==> src/rtl/subband_snr_voice_activity_top_assert.svh <==
// Assertion macros for the subband SNR voice activity detector.
// Needs i_clk and i_rst_n in the scope where a macro is used.
`ifndef SUBBAND_SNR_VOICE_ACTIVITY_TOP_ASSERT_SVH
`define SUBBAND_SNR_VOICE_ACTIVITY_TOP_ASSERT_SVH

// Same-cycle implication, checked outside reset
`define SVAD_ASSERT_IMPL(lbl, ante, cons) \
    lbl: assert property (@(posedge i_clk) disable iff (!i_rst_n) (ante) |-> (cons)) \
        else $error("assertion failed");

// Next-cycle implication, checked outside reset
`define SVAD_ASSERT_NEXT(lbl, ante, cons) \
    lbl: assert property (@(posedge i_clk) disable iff (!i_rst_n) (ante) |=> (cons)) \
        else $error("assertion failed");

`endif

==> src/rtl/svad_pkg.sv <==
// Package for the subband SNR voice activity detector.
// Types, sizes, register indexes and helpers shared by all modules; no dependencies.
package svad_pkg;

    localparam int NUM_BINS  = 256;
    localparam int NUM_BANDS = 32;
    localparam int BIN_AW    = $clog2(NUM_BINS);
    localparam int POS_W     = $clog2(NUM_BINS + 1);
    localparam int BAND_AW   = $clog2(NUM_BANDS);

    localparam logic [39:0] SUM_MAX    = 40'hFF_FFFF_FFFF;
    localparam logic [15:0] SNR_MIN    = 16'd4096;
    localparam logic [15:0] SNR_MAX    = 16'd40960;
    localparam logic [4:0]  FIRST_BAND = 5'd3;
    localparam logic [5:0]  BAND_LIM   = 6'(NUM_BANDS);
    localparam logic [5:0]  HITS_MAX   = 6'd63;
    localparam logic [15:0] CNT_MAX    = 16'hFFFF;
    localparam logic [16:0] ONE_Q16    = 17'd65536;

    // Register indexes
    typedef enum logic [2:0] {
        CFG_SNR_ALPHAS   = 3'd0,
        CFG_FLOOR_ALPHAS = 3'd1,
        CFG_BAND_SNR_THR = 3'd2,
        CFG_BAND_CNT_THR = 3'd3,
        CFG_FULL_SNR_THR = 3'd4,
        CFG_SPEECH_HOLD  = 3'd5,
        CFG_SILENCE_HOLD = 3'd6,
        CFG_ENERGY_LIMIT = 3'd7
    } t_cfg_idx;

    typedef struct packed {
        logic [31:0] background_power;
        logic [31:0] signal_power;
        logic [4:0]  band_number;
        logic        in_band;
        logic        band_end;
        logic        frame_end;
    } t_in;

    typedef struct packed {
        logic        speech_active;
        logic [15:0] fullband_snr_out;
        logic [5:0]  speech_band_count;
        logic [39:0] floor_energy;
    } t_out;

    typedef struct packed {
        logic [31:0] snr_alphas;
        logic [47:0] floor_alphas;
        logic [15:0] band_snr_thr;
        logic [5:0]  band_cnt_thr;
        logic [15:0] full_snr_thr;
        logic [15:0] speech_hold;
        logic [15:0] silence_hold;
        logic [39:0] energy_limit;
    } t_cfg;

    // Work handed from the front to the back
    typedef struct packed {
        logic        is_band;
        logic        is_frame;
        logic [4:0]  band;
        logic [39:0] band_sig;
        logic [39:0] band_bkg;
        logic [39:0] frame_sig;
        logic [39:0] frame_bkg;
    } t_job;

    typedef struct packed {
        logic              we;
        logic [BIN_AW-1:0] addr;
        logic [31:0]       data;
    } t_store_wr;

    typedef struct packed {
        logic clearing;
        logic frame_done;
    } t_bstat;

    typedef enum logic [2:0] {
        ST_CLEAR, ST_IDLE, ST_PREP, ST_DIV, ST_MUL, ST_APPLY, ST_WALK, ST_OUT
    } t_state;

    function automatic logic [39:0] sat_add(input logic [39:0] a, input logic [31:0] b);
        logic [40:0] s;
        s = {1'b0, a} + {9'b0, b};
        return s[40] ? SUM_MAX : s[39:0];
    endfunction

endpackage

==> src/rtl/svad_fifo.sv <==
// Two-entry job queue between the front and the back.
// Depends on svad_pkg for the job type.
module svad_fifo import svad_pkg::*; (
    input  logic i_clk,
    input  logic i_rst_n,
    input  logic i_push,
    input  t_job i_job,
    input  logic i_pop,
    output t_job o_job,
    output logic o_full,
    output logic o_empty
);

    t_job       r_mem [2];
    logic       r_wp;
    logic       r_rp;
    logic [1:0] r_cnt;

    assign o_job   = r_mem[r_rp];
    assign o_full  = (r_cnt == 2'd2);
    assign o_empty = (r_cnt == 2'd0);

    // Advance pointers and count
    always_ff @(posedge i_clk) begin
        if (!i_rst_n) begin
            r_wp  <= 1'b0;
            r_rp  <= 1'b0;
            r_cnt <= 2'd0;
        end else begin
            if (i_push) r_wp <= ~r_wp;
            if (i_pop) r_rp <= ~r_rp;
            r_cnt <= r_cnt + 2'(i_push) - 2'(i_pop);
        end
    end

    // Hold entries
    always_ff @(posedge i_clk) begin
        if (i_push) r_mem[r_wp] <= i_job;
    end

endmodule

==> config.mk <==
export PLATFORM = sky130hd
export DESIGN_NAME = svad_fifo
export DESIGN_NICKNAME = d
export VERILOG_FILES = /design/src/rtl/subband_snr_voice_activity_top_assert.svh /design/src/rtl/svad_pkg.sv /design/src/rtl/svad_fifo.sv
export SDC_FILE = /design/constraint.sdc
export NUM_CORES = 1
export LEC_CHECK = 0
export ABC_AREA = 1
export BUFFER_PORTS_ARGS = -buffer_cell sky130_fd_sc_hd__buf_2
export CORE_ASPECT_RATIO = 1.4
export CORE_MARGIN = 2
export CORE_UTILIZATION = 35
export CTS_CLUSTER_DIAMETER = 60
export DETAILED_ROUTE_END_ITERATION = 8
export SYNTH_ARGS = -nofsm -noshare
export SYNTH_HDL_FRONTEND = slang
export SYNTH_SLANG_ARGS = --single-unit
==> constraint.sdc <==
create_clock -name i_clk -period 19.1 [get_ports i_clk]
set_input_delay 3.82 -clock i_clk [delete_from_list [all_inputs] [get_ports i_clk]]
set_output_delay 3.82 -clock i_clk [all_outputs]
set_load 0.02 [all_outputs]
# Yosys cells after proc, flatten, opt, wreduce, memory -nomap -nowiden

Memories as Yosys holds them, arrays and structs flattened. A register that Yosys moved wholly into a read port is not among the register bits.
Cells that the tools add are included.

RAM bits: 334
Bits of input ports: 171
Bits in registers: 4
Memories kept: 1
Output and inout bits: 169

Multiplexer cells: 4
Add/subtract/negate cells: 2
Bitwise operators: 2
Equality and inequality tests: 1
Reductions and logical operators: 1

Memory list:

| name  | words | width | read ports | clocked after Yosys merged registers in | write ports | line            | RTL |
|---|---|---|---|---|---|---|---|
| r_mem | 2     | 167   | 1          | 1                                       | 1           | svad_fifo.sv:14 | `t_job r_mem [2];` |

Operators with widths:

| cell                 | number |
|---|---|
| $mux W1              | 4 |
| $add A2 B1 Y2        | 1 |
| $eq A2 B2 Y1 const B | 1 |
| $logic_not A2 Y1     | 1 |
| $not A1 Y1           | 2 |
| $sub A2 B1 Y2        | 1 |

# Depth between registers and ports, before layout

Depth after elaboration: 3
Depth in mapped cells: 9

# Worst setup path before layout

Ideal clock, no wire load.

Kind: input -> register
Start: in i_push
End: mem r_mem[0][0] (netlist bit) (enable)
Arrival time: 10.841 ns
Path buffers: 0
Data required time: 18.399 ns
Setup time: 0.701 ns
Slack: 7.558 ns
Stages: 2
Path through: inv_1 -> nor2_1

Cells in the longest elaborated chain, start to end: 2

Ends and longest elaborated chain:

| element                       | line            | RTL |
|---|---|---|
| start, declared               | svad_fifo.sv:6  | `input logic i_push,` |
| $mux W1                       | svad_fifo.sv:38 | `if (i_push) r_mem[r_wp] <= i_job;` |
| $mux W1 (implied by the code) | svad_fifo.sv:38 |  |
| end, declared                 | svad_fifo.sv:14 |  |

No other way between the ends.

==> parameters.txt <==
Parameter                              Value

Critical path
  Required time reported for the critical path endpoint ... between 15 and 20 ns
  Critical path type ... reg2out
  Critical Path End Type ... primary output
  Worst Path Max Fanout ... 41
  Crit path launch type ... register
  Arr. time, crit path ... about 3.2 ns

Synth
  Post-synth ARST share ... 0
  Mean instance size in the synthesized netlist ... approximately 23 µm²
  Most common cell in the netlist ... edfxtp_1
  Cell types with the highest counts after synthesis ... edfxtp_1, mux2_4, mux2_2
  Fraction of synthesized cell area taken by the top area cell type ... 0.7824
  Net count after synthesis ... 726
  Syn Inst Count ... about 550
  Part of the Yosys area used for sequential elements ... 0.7902
  Flop and latch count out of synthesis ... between 300 and 400
  Count of synthesis-stage warnings from yosys ... 0
  Number of library cell types mapped by synthesis ... 12
  Cell types occupying the most area after synthesis ... edfxtp_1, mux2_4, mux2_2
  Post-synth EDFFs ... about 330
  Most used flip-flop cell after synthesis ... edfxtp_1
  Library cell with the largest summed area after synthesis ... edfxtp_1
  Mapped cell area ... roughly 13,000 µm²

Power
  Pwr/cell area ... between 100 and 150 nW/µm²
  Relative contribution of the clock network to total power ... 0.368
  Final Power ... about 1.7 mW
  Net switching power of the design ... slightly below 0.4 mW
  Leakage Power ... ~6.3 nW
  Power share of the sequential group ... 0.519
  Fraction of power consumed by combinational cells ... 0.113
  Internal power consumption ... roughly 1.3 mW
  Maximum resistive drop on vdd ... 0.07307 mV
  Sw Ratio ... 0.2283

Floorplan
  Starting Density ... 0.3570
  Horizontal die dimension ... 165.7 µm
  Die footprint ... 38,190 µm²
  Std-Cell Core Area ... approximately 36,000 µm²
  Die extent in y ... between 200 and 250 µm
  Row cnt ... 82
  Top Ports ... 340

Timing
  Slew Limit Fails ... 0
  Post-route setup slack ... 12.11 ns
  Maximum frequency from static timing analysis ... about 140 MHz
  Worst relative slew slack ... 0.2643
  Count of endpoints failing setup in the final report ... 0
  Hold slack final ... around 0.5 ns
  Least-Margin Pin Slew ... around 1.1 ns
  Crit share post-route ... 0.3659
  Sum of negative setup slack ... 0 ns
  Largest clock skew in the final design ... 0.01379 ns
  Hold Violations, Final ... 0
  Unrepaired setup endpoints after global routing ... no
  Period minus WS final ... around 7 ns

GRT
  GR Overflow Total ... 0
  Pin count of the biggest net entering global routing ... ~100
  Number of global-route vias before repair ... approximately 6,700
  First-pass GRT wire length ... approximately 39,000 µm
  Initial antenna violation count ... 7
  Global Route Usage Sum ... 0.1360

Finish
  Fraction of layout cells with a size suffix above 1 ... 0.5947
  Post-route core utilization ... 0.4459
  Net count, final ... 1,089
  Filler cell count in the final layout ... ~3,200
  Layout Area Growth over Synthesis ... 24.91%
  Final standard cell area without fillers ... 16,010 µm²
  Number of cells in the finished layout apart from fillers ... approximately 1,400

Placed design
  Count of placed standard cells including taps ... approximately 1,300
  DP Wirelength ... approximately 19,000 µm
  Worst-case setup slack after placement ... 12.55 ns
  Final weighted congestion of routability-driven global placement ... approximately 0.76
  Placed standard-cell area ... between 10,000 and 15,000 µm²
  Port Buffers ... roughly 340

Clock tree
  Maximum level of the CTS H-tree ... 2
  Clock tree from TritonCTS ... built
  Largest buffer count on any clock path ... 3
  Post-CTS setup buffer count ... 0
  Clock Tree Root ... clkbuf_16
  Later-pin clock latency in the skew report ... 0.51 ns
  Clock transition at the register clock pins on the worst setup and hold paths after CTS ... ~0.060 ns
  Hold buffers post-CTS ... 0
  CTS sink cnt ... 339
  Number of buffers added by the clock tree synthesis step ... 34
  Post-cts resize count ... 0

Detailed routing
  Number of vias per cell after detailed routing ... ~4.5
  Number of detailed-route iterations in the first pass ... 6
  DRC violation count after routing ... 0
  Remaining antenna violation count ... 0
  Wire length per cell after detailed routing ... around 19 µm
  Post-detailed-routing wire length ... approximately 27,000 µm
  Number of DRC violations after detailed-routing iteration 0 ... approximately 350
  Overall via count from detail_route ... roughly 6,400

Worst hold path
  Worst hold-check path type ... reg2reg

Run
  Number of maximum-capacitance violations ... 0

Outcome
  Status ... finished clean
==> placed cells by master (no fill, tap or decap), types with 2 or more instances in the layout <==
master,netlist,final
buf_2,3,339
edfxtp_1,334,334
mux2_4,130,130
mux2_2,37,37
clkbuf_16,0,34
clkinv_1,0,9
nor2_1,9,8
nand2_1,8,8
clkbuf_1,0,8
buf_4,0,7
inv_1,7,6
diode_2,0,4
dfxtp_1,5,4
inv_6,0,3
ha_1,2,2
bufinv_16,0,2
clkinv_2,0,2
==> metal layers <==
layer | part of all wire | GRT usage | vias to the layer above
li1 | - | - | 2925
met1 | 0.35 | 0.1401 | 3179
met2 | 0.56 | 0.2574 | 201
met3 | 0.063 | 0.04012 | 52
met4 | 0.029 | 0.05272 | 6
met5 | 0.0013 | 0 | -
==> area by class of cell <==
class,instances,area [µm²],area share
Timing Repair Buffer,346,1749,0.1092
Antenna cell,4,10.01,0.0006251
Tap cell,462,578.1,0.03610
Clock inverter,18,153.9,0.009612
Multi-Input combinational cell,188,2475,0.1546
Sequential cell,339,10130,0.6329
Clock buffer,42,880.8,0.05501
Inverter,7,31.28,0.001954
==> sequential cells by signal (all words and copies together), names as in the netlist, named ones only <==
register,count
r_cnt,2
r_wp,1
r_rp,1
r_mem,334
==> path summary, 6_finish.rpt <==
check | depth (start not counted) | slack [ns] | from | to
setup / recovery | 4 | 12.11 | register | o_job[96]
hold / removal | 2 | 0.50 | r_rp$_SDFFE_PN0P_ | r_rp$_SDFFE_PN0P_
setup reg to reg | 3 | 16.45 | r_wp$_SDFFE_PN0P_ | r_mem[1][62]$_DFFE_PP_
hold reg to reg | 2 | 0.50 | r_rp$_SDFFE_PN0P_ | r_rp$_SDFFE_PN0P_
==> logic make-up (layout without fill, tap and decap cells) <==
group	Yosys count	after routing	synth area share
mux	167	167	0.1848
simple gates	18	18	0.005368
fa+ha+maj	2	2	0.001952
flops	339	339	0.7902
compound gates	1	1	0.0003901
buf+inv	26	413	0.01728
other cells	0	4	0
==> worst max-delay path, cell delays in order, from the launching register on <==
cell and delay, ns:
dfxtp_4 0.76, buf_4 0.65, buf_4 0.62, mux2_4 0.36, buf_2 0.16
==> power groups by stage <==
stage / Sequential, mW / Combinational, mW / Clock (mW)
final: 0.876 / 0.190 / 0.621
after CTS: 0.877 / 0.194 / 0.646
after global placement: 0.891 / 0.192 / 0
after global routing: 0.879 / 0.202 / 0.670
after detailed placement: 0.893 / 0.193 / 0
after floorplan: 0.892 / 0.129 / 0
Power figures use the tool's default switching activity.
