### src/rtl/subband_snr_voice_activity_top_assert.svh
// Assertion macros for the subband SNR voice activity detector.
// Needs i_clk and i_rst_n in the scope where a macro is used.
`ifndef SUBBAND_SNR_VOICE_ACTIVITY_TOP_ASSERT_SVH
`define SUBBAND_SNR_VOICE_ACTIVITY_TOP_ASSERT_SVH

// Same-cycle implication, checked outside reset
`define SVAD_ASSERT_IMPL(lbl, ante, cons) \
    lbl: assert property (@(posedge i_clk) disable iff (!i_rst_n) (ante) |-> (cons)) \
        else $error("assertion failed");

// Next-cycle implication, checked outside reset
`define SVAD_ASSERT_NEXT(lbl, ante, cons) \
    lbl: assert property (@(posedge i_clk) disable iff (!i_rst_n) (ante) |=> (cons)) \
        else $error("assertion failed");

`endif

### src/rtl/svad_pkg.sv
// Package for the subband SNR voice activity detector.
// Types, sizes, register indexes and helpers shared by all modules; no dependencies.
package svad_pkg;

    localparam int NUM_BINS  = 256;
    localparam int NUM_BANDS = 32;
    localparam int BIN_AW    = $clog2(NUM_BINS);
    localparam int POS_W     = $clog2(NUM_BINS + 1);
    localparam int BAND_AW   = $clog2(NUM_BANDS);

    localparam logic [39:0] SUM_MAX    = 40'hFF_FFFF_FFFF;
    localparam logic [15:0] SNR_MIN    = 16'd4096;
    localparam logic [15:0] SNR_MAX    = 16'd40960;
    localparam logic [4:0]  FIRST_BAND = 5'd3;
    localparam logic [5:0]  BAND_LIM   = 6'(NUM_BANDS);
    localparam logic [5:0]  HITS_MAX   = 6'd63;
    localparam logic [15:0] CNT_MAX    = 16'hFFFF;
    localparam logic [16:0] ONE_Q16    = 17'd65536;

    // Register indexes
    typedef enum logic [2:0] {
        CFG_SNR_ALPHAS   = 3'd0,
        CFG_FLOOR_ALPHAS = 3'd1,
        CFG_BAND_SNR_THR = 3'd2,
        CFG_BAND_CNT_THR = 3'd3,
        CFG_FULL_SNR_THR = 3'd4,
        CFG_SPEECH_HOLD  = 3'd5,
        CFG_SILENCE_HOLD = 3'd6,
        CFG_ENERGY_LIMIT = 3'd7
    } t_cfg_idx;

    typedef struct packed {
        logic [31:0] background_power;
        logic [31:0] signal_power;
        logic [4:0]  band_number;
        logic        in_band;
        logic        band_end;
        logic        frame_end;
    } t_in;

    typedef struct packed {
        logic        speech_active;
        logic [15:0] fullband_snr_out;
        logic [5:0]  speech_band_count;
        logic [39:0] floor_energy;
    } t_out;

    typedef struct packed {
        logic [31:0] snr_alphas;
        logic [47:0] floor_alphas;
        logic [15:0] band_snr_thr;
        logic [5:0]  band_cnt_thr;
        logic [15:0] full_snr_thr;
        logic [15:0] speech_hold;
        logic [15:0] silence_hold;
        logic [39:0] energy_limit;
    } t_cfg;

    // Work handed from the front to the back
    typedef struct packed {
        logic        is_band;
        logic        is_frame;
        logic [4:0]  band;
        logic [39:0] band_sig;
        logic [39:0] band_bkg;
        logic [39:0] frame_sig;
        logic [39:0] frame_bkg;
    } t_job;

    typedef struct packed {
        logic              we;
        logic [BIN_AW-1:0] addr;
        logic [31:0]       data;
    } t_store_wr;

    typedef struct packed {
        logic clearing;
        logic frame_done;
    } t_bstat;

    typedef enum logic [2:0] {
        ST_CLEAR, ST_IDLE, ST_PREP, ST_DIV, ST_MUL, ST_APPLY, ST_WALK, ST_OUT
    } t_state;

    function automatic logic [39:0] sat_add(input logic [39:0] a, input logic [31:0] b);
        logic [40:0] s;
        s = {1'b0, a} + {9'b0, b};
        return s[40] ? SUM_MAX : s[39:0];
    endfunction

endpackage

### src/rtl/svad_front.sv
// Front part: accepts bins, keeps band and frame power sums, queues jobs.
// Depends on svad_pkg; feeds svad_fifo and the bin store in svad_back.
module svad_front import svad_pkg::*; (
    input  logic      i_clk,
    input  logic      i_rst_n,
    input  logic      i_in_valid,
    input  t_in       i_in_data,
    output logic      o_in_stall,
    input  t_bstat    i_bstat,
    input  logic      i_fifo_full,
    output logic      o_push,
    output t_job      o_job,
    output t_store_wr o_wr
);

    logic [39:0]      r_band_bkg, r_band_sig, r_frame_bkg, r_frame_sig;
    logic [POS_W-1:0] r_pos;
    logic             r_wait;
    logic             accept, inb;
    logic [39:0]      n_band_bkg, n_band_sig, n_frame_bkg, n_frame_sig;

    assign o_in_stall = r_wait | i_bstat.clearing | i_fifo_full;
    assign accept     = i_in_valid & ~o_in_stall;
    assign inb        = i_in_data.in_band & ({1'b0, i_in_data.band_number} < BAND_LIM);

    // Add this bin to the sums
    always_comb begin
        n_band_bkg  = r_band_bkg;
        n_band_sig  = r_band_sig;
        n_frame_bkg = r_frame_bkg;
        n_frame_sig = r_frame_sig;
        if (inb) begin
            n_band_bkg  = sat_add(r_band_bkg, i_in_data.background_power);
            n_band_sig  = sat_add(r_band_sig, i_in_data.signal_power);
            n_frame_bkg = sat_add(r_frame_bkg, i_in_data.background_power);
            n_frame_sig = sat_add(r_frame_sig, i_in_data.signal_power);
        end
    end

    // Build the job for the queue
    always_comb begin
        o_job.is_band   = inb & i_in_data.band_end;
        o_job.is_frame  = i_in_data.frame_end;
        o_job.band      = i_in_data.band_number;
        o_job.band_sig  = n_band_sig;
        o_job.band_bkg  = n_band_bkg;
        o_job.frame_sig = n_frame_sig;
        o_job.frame_bkg = n_frame_bkg;
        o_push          = accept & (o_job.is_band | o_job.is_frame);
        o_wr.we         = accept & (r_pos < POS_W'(NUM_BINS));
        o_wr.addr       = r_pos[BIN_AW-1:0];
        o_wr.data       = i_in_data.background_power;
    end

    // Update sums, bin position and the frame wait
    always_ff @(posedge i_clk) begin
        if (!i_rst_n) begin
            r_band_bkg  <= '0;
            r_band_sig  <= '0;
            r_frame_bkg <= '0;
            r_frame_sig <= '0;
            r_pos       <= '0;
            r_wait      <= 1'b0;
        end else begin
            if (i_bstat.frame_done) r_wait <= 1'b0;
            if (accept) begin
                if (i_in_data.frame_end) begin
                    r_band_bkg  <= '0;
                    r_band_sig  <= '0;
                    r_frame_bkg <= '0;
                    r_frame_sig <= '0;
                    r_pos       <= '0;
                    r_wait      <= 1'b1;
                end else begin
                    r_frame_bkg <= n_frame_bkg;
                    r_frame_sig <= n_frame_sig;
                    if (o_job.is_band) begin
                        r_band_bkg <= '0;
                        r_band_sig <= '0;
                    end else begin
                        r_band_bkg <= n_band_bkg;
                        r_band_sig <= n_band_sig;
                    end
                    if (o_wr.we) r_pos <= r_pos + 1'b1;
                end
            end
        end
    end

endmodule

### config.mk
export PLATFORM = sky130hd
export DESIGN_NAME = svad_front
export DESIGN_NICKNAME = d
export VERILOG_FILES = /design/src/rtl/subband_snr_voice_activity_top_assert.svh /design/src/rtl/svad_pkg.sv /design/src/rtl/svad_front.sv
export SDC_FILE = /design/constraint.sdc
export NUM_CORES = 1
export LEC_CHECK = 0
export ABC_AREA = 0
export BUFFER_PORTS_ARGS = -buffer_cell sky130_fd_sc_hd__buf_4
export CORE_ASPECT_RATIO = 1.25
export CORE_MARGIN = 2
export CORE_UTILIZATION = 58
export DETAILED_ROUTE_END_ITERATION = 8
export PLACE_DENSITY = 0.83
export SLEW_MARGIN = 20
export SYNTH_ARGS = -nofsm -noshare
export SYNTH_HDL_FRONTEND = slang
export SYNTH_SLANG_ARGS = --single-unit
### constraint.sdc
create_clock -name i_clk -period 4.15 [get_ports i_clk]
set_clock_uncertainty 0.05 [all_clocks]
set_input_delay 0.2075 -clock i_clk [delete_from_list [all_inputs] [get_ports i_clk]]
set_output_delay 0.2075 -clock i_clk [all_outputs]
set_load 0.005 [all_outputs]
; Yosys cells after proc, flatten, opt, wreduce, memory -nomap -nowiden
; Cells that the tools add are included.
[word_totals]
ff_bits = 170
input_bits = 78
output_inout_bits = 210
[classes]
magnitude_cmp = 1
add_sub_neg = 5
n_reduce_logical = 2
muxes = 19
bitwise_logic = 8
[op_table]
columns = cell, count
row1 = two-way mux 40 bit, 14
row2 = adder 40 x 32 -> 41 bit, 4
row3 = two-way mux 9 bit, 2
row4 = "adder 9 x 1 -> 9 bit, second input constant", 1
row5 = "< comparator 9 bit, second input constant", 1
row6 = AND 1 bit, 4
row7 = two-way mux 1 bit, 3
row8 = bitwise OR 1 bit, 3
row9 = AND reduction 2 bit, 1
row10 = nonzero test 2 bit, 1
row11 = inverter 1 bit, 1

; Logic depth before layout (Yosys ltp)
[depth]
depth_word = 7
ltp_mapped = 12

; Worst setup path after synthesis
; OpenSTA, ideal clock, no wires.
[synth_timing]
path_kind = register to output
from = register r_frame_bkg[0]
to = output port o_job[30] in the netlist's numbering
arrival_ps = 2941
path_stages_with_launch = 12
slack_ps = 952
cell_sequence = dfxtp_1 > ha_1 > fa_1 > a211oi_2 > o21bai_1 > a221o_1 > a211oi_2 > o21ai_2 > a221o_1 > a221oi_2 > xnor2_1 > o22a_1
[synth_rtl]
columns = item, line_no
row1 = start: declaration, svad_front.sv:16  ; logic [39:0] r_band_bkg, r_band_sig, r_frame_bkg, r_frame_sig;
row2 = start signal: assignment, svad_front.sv:75  ; r_frame_bkg <= n_frame_bkg;
row3 = end: declaration, svad_front.sv:12  ; output t_job o_job,

==> results.sh <==
export IMPL_portBuffers=277
export IMPL_grt_pass1_wl_um=80300
export IMPL_crit_top_cell="a221o_1"
export IMPL_ant_nets=0
export IMPL_top_layer_used="met4"
export IMPL_yosysWarningCount=0
export IMPL_start_util_pct=59.2
export IMPL_grt_max_degree=91
export IMPL_gp_congestion=0.978
export IMPL_die_area_um2=28100
export IMPL_syn_area_per_cell_um2=7.29
export IMPL_layout_common_cells="buf_4 (301), nor2_1 (268), a21oi_1 (233), nand2_1 (207), dfxtp_1 (170)"
export IMPL_die_y_um=187
export IMPL_syn_to_final_growth_pct=16.8
export IMPL_coreArea_um2=26200
export IMPL_slowest_delay_ns=0.45
export IMPL_tns_ns=0
export IMPL_path_cells="ha_1, fa_1, a211oi_2, o21bai_1, a221o_1, a211oi_4, o21ai_2, a221o_1, a221oi_2, xnor2_1, o22a_1, buf_4"
export IMPL_setup_viol_count_final=0
export IMPL_mappedNetlistNets=2336
export IMPL_wl_met2_um=24500
export IMPL_cp_slowest_cell="fa_1"
export IMPL_globalRouteOverflowTotal=0
export IMPL_antenna_found_initial=0
export IMPL_rrSetupSlack_ns=0.71
export IMPL_grt_pass1_vias=16100
export IMPL_hold_class="in2reg"
export IMPL_drv_cap=0
export IMPL_relSlewSlack_pct=33.9
export IMPL_leakage_nw=8.39
export IMPL_drc=0
export IMPL_maxSlewViolCount=0
export IMPL_row_count=66
export IMPL_routed_via_density=6.38
export IMPL_wl_met1_um=19900
export IMPL_insertion_delay_ns=0.45
export IMPL_synth_edf_count=0
export IMPL_cp_arrival_ns=3.75
export IMPL_ir_worst_vdd_mv=0.232
export IMPL_wl_per_cell_um=19.5
export IMPL_final_layout_size_suffix_gt1_share_pct=16.1
export IMPL_cts_buffer_depth=2
export IMPL_die_x_um=150
export IMPL_yosysTopAreaCell="dfxtp_1"
export IMPL_max_freq_mhz=249
export IMPL_synth_cell_types=75
export IMPL_drtPass1Iterations=6
export IMPL_hpwl_um=39100
export IMPL_finalWirelength_um=51600
export IMPL_cp_start_kind="flop"
export IMPL_tightest_slew_ns=0.989
export IMPL_required_ns=3.89
export IMPL_h_tree_depth=4
export IMPL_synth_top_area_share_pct=22.0
export IMPL_finalCritPeriodShare_pct=96.6
export IMPL_nNetsFinal=2500
export IMPL_crit_type="reg2out"
export IMPL_wl_met3_um=3570
export IMPL_synth_seq_area_share_pct=22.0
export IMPL_power_density_nw_per_um2=251
export IMPL_tritoncts_num_buffers=17
export IMPL_holdWs_ns=0.0847
export IMPL_hold_violations=0
export IMPL_async_reset_ff_share_pct=0
export IMPL_grt_usage_pct=35.6
export IMPL_synth_area_leaders="dfxtp_1 (22%), ha_1 (10%), a21oi_1 (7.6%)"
export IMPL_cts_sinks=170
export IMPL_ios=288
export IMPL_diodes=0
export IMPL_rsz0062_at_grt="true"
export IMPL_layout_commonest_cell="buf_4"
export IMPL_vias=16900
export IMPL_synthCells=2125
export IMPL_drt_initial_drc_count=1260
export IMPL_clock_root_buffer="clkbuf_16"
export IMPL_path_max_fanout=4
export IMPL_synthesis_area_um2=15500
export IMPL_period_needed_ns=4.01
export IMPL_status="finished clean"
export IMPL_ys_seq_elements=170
export IMPL_cp_end_kind="primary output"
export IMPL_cts_tree="yes"
export IMPL_synth_flop_cell="dfxtp_1"
export IMPL_clk_pin_slew_ns=0.07
## worst paths after layout
check                                    start              end  depth (start not counted)
worst min-delay path                   i_rst_n  r_frame_bkg[37]                          2
worst max-delay path            r_frame_bkg[0]        o_job[30]                         12
worst max register to register  r_frame_bkg[0]  r_frame_bkg[30]                         11
worst min register to register   r_band_sig[0]    r_band_sig[0]                          2
## Yosys cell counts, types with 18 or more instances
library cell / n
a21o_1: 52
o21bai_1: 22
inv_1: 40
nor2_1: 270
o21a_1: 28
ha_1: 129
buf_4: 46
nand3_1: 52
xor2_1: 57
nand4_1: 30
nand2_1: 207
o21ai_1: 63
clkbuf_1: 104
o22a_1: 36
and3_1: 27
a211oi_1: 25
a31oi_1: 59
a22o_1: 59
nor3_1: 34
xnor2_1: 65
dfxtp_1: 170
a21oi_1: 234
o211ai_1: 20
nor2b_1: 18
o21ai_0: 81
## flip-flops by register name (all words and copies together) (netlist names)
| signal | cells |
|---|---|
| r_frame_sig | 40 |
| r_frame_bkg | 40 |
| r_wait | 1 |
| r_pos | 9 |
| r_band_sig | 40 |
| r_band_bkg | 40 |
## area by class of cell
class	count	area (um2)
Tap cell	340	425
Clock buffer	18	439
Timing Repair Buffer	303	2280
Fill cell	2235	8070
Multi-Input combinational cell	1755	11200
Clock inverter	14	185
Sequential cell	170	3400
Inverter	42	158
## per-layer routing
metal | up-vias | track usage (%)
met3 | 176 | 4.96
li1 | 8128 | -
met1 | 7815 | 40.7
met5 | - | 0
met4 | 0 | 23.3
met2 | 735 | 61.0
## critical path: cells and delay by family (launching register included)
family / cells / cell delay [ns]
AOI/OAI and AO/OA: 8 / 2.03
adders and majority gates: 2 / 0.67
DFF: 1 / 0.33
xor gates and xnor gates: 1 / 0.18
buffers and inverters: 1 / 0.11
## timing repair
item / in CTS / in global routing
gates resized for setup: 0 / 6
setup buffers: 0 / 1
hold buffers: 1 / 0
endpoints found under the hold margin: 1 / 0
endpoints found under the setup margin: 0 / 10
## where the power goes
| group | internal [W] | switching [W] |
|---|---|---|
| logic | 0.000464 | 0.000639 |
| clock network | 0.000982 | 0.000780 |
| registers | 0.00165 | 0.0000207 |
## kinds of logic (layout without fill, tap and decap cells)
family                   count (synthesis)  after routing  share of synthesized area (%)
AO/OA/AOI/OAI                          782            782                           33.0
multiplexers                            14             14                          0.993
flip-flops                             170            170                           22.0
adder cells (fa/ha/maj)                133            133                           10.9
buffers and inverters                  200            377                           5.99
XOR/XNOR                               122            122                           6.89
AND/OR/NAND/NOR                        704            704                           20.2
## metrics by stage
step	utilization [%]	setup slack [ns]	cells	area, um2	total power (W)
finish	69.2	0.139	2642	18100	0.00454
floorplan	-	0.952	2125	15500	0.00237
global route	69.2	-0.0917	2642	18100	0.00471
global placement	66.6	0.569	2608	17400	0.00278
detailed placement	66.6	0.526	2608	17400	0.00279
CTS	69.0	0.0778	2641	18100	0.00454
Note: power is estimated with default switching activity, not from simulation.
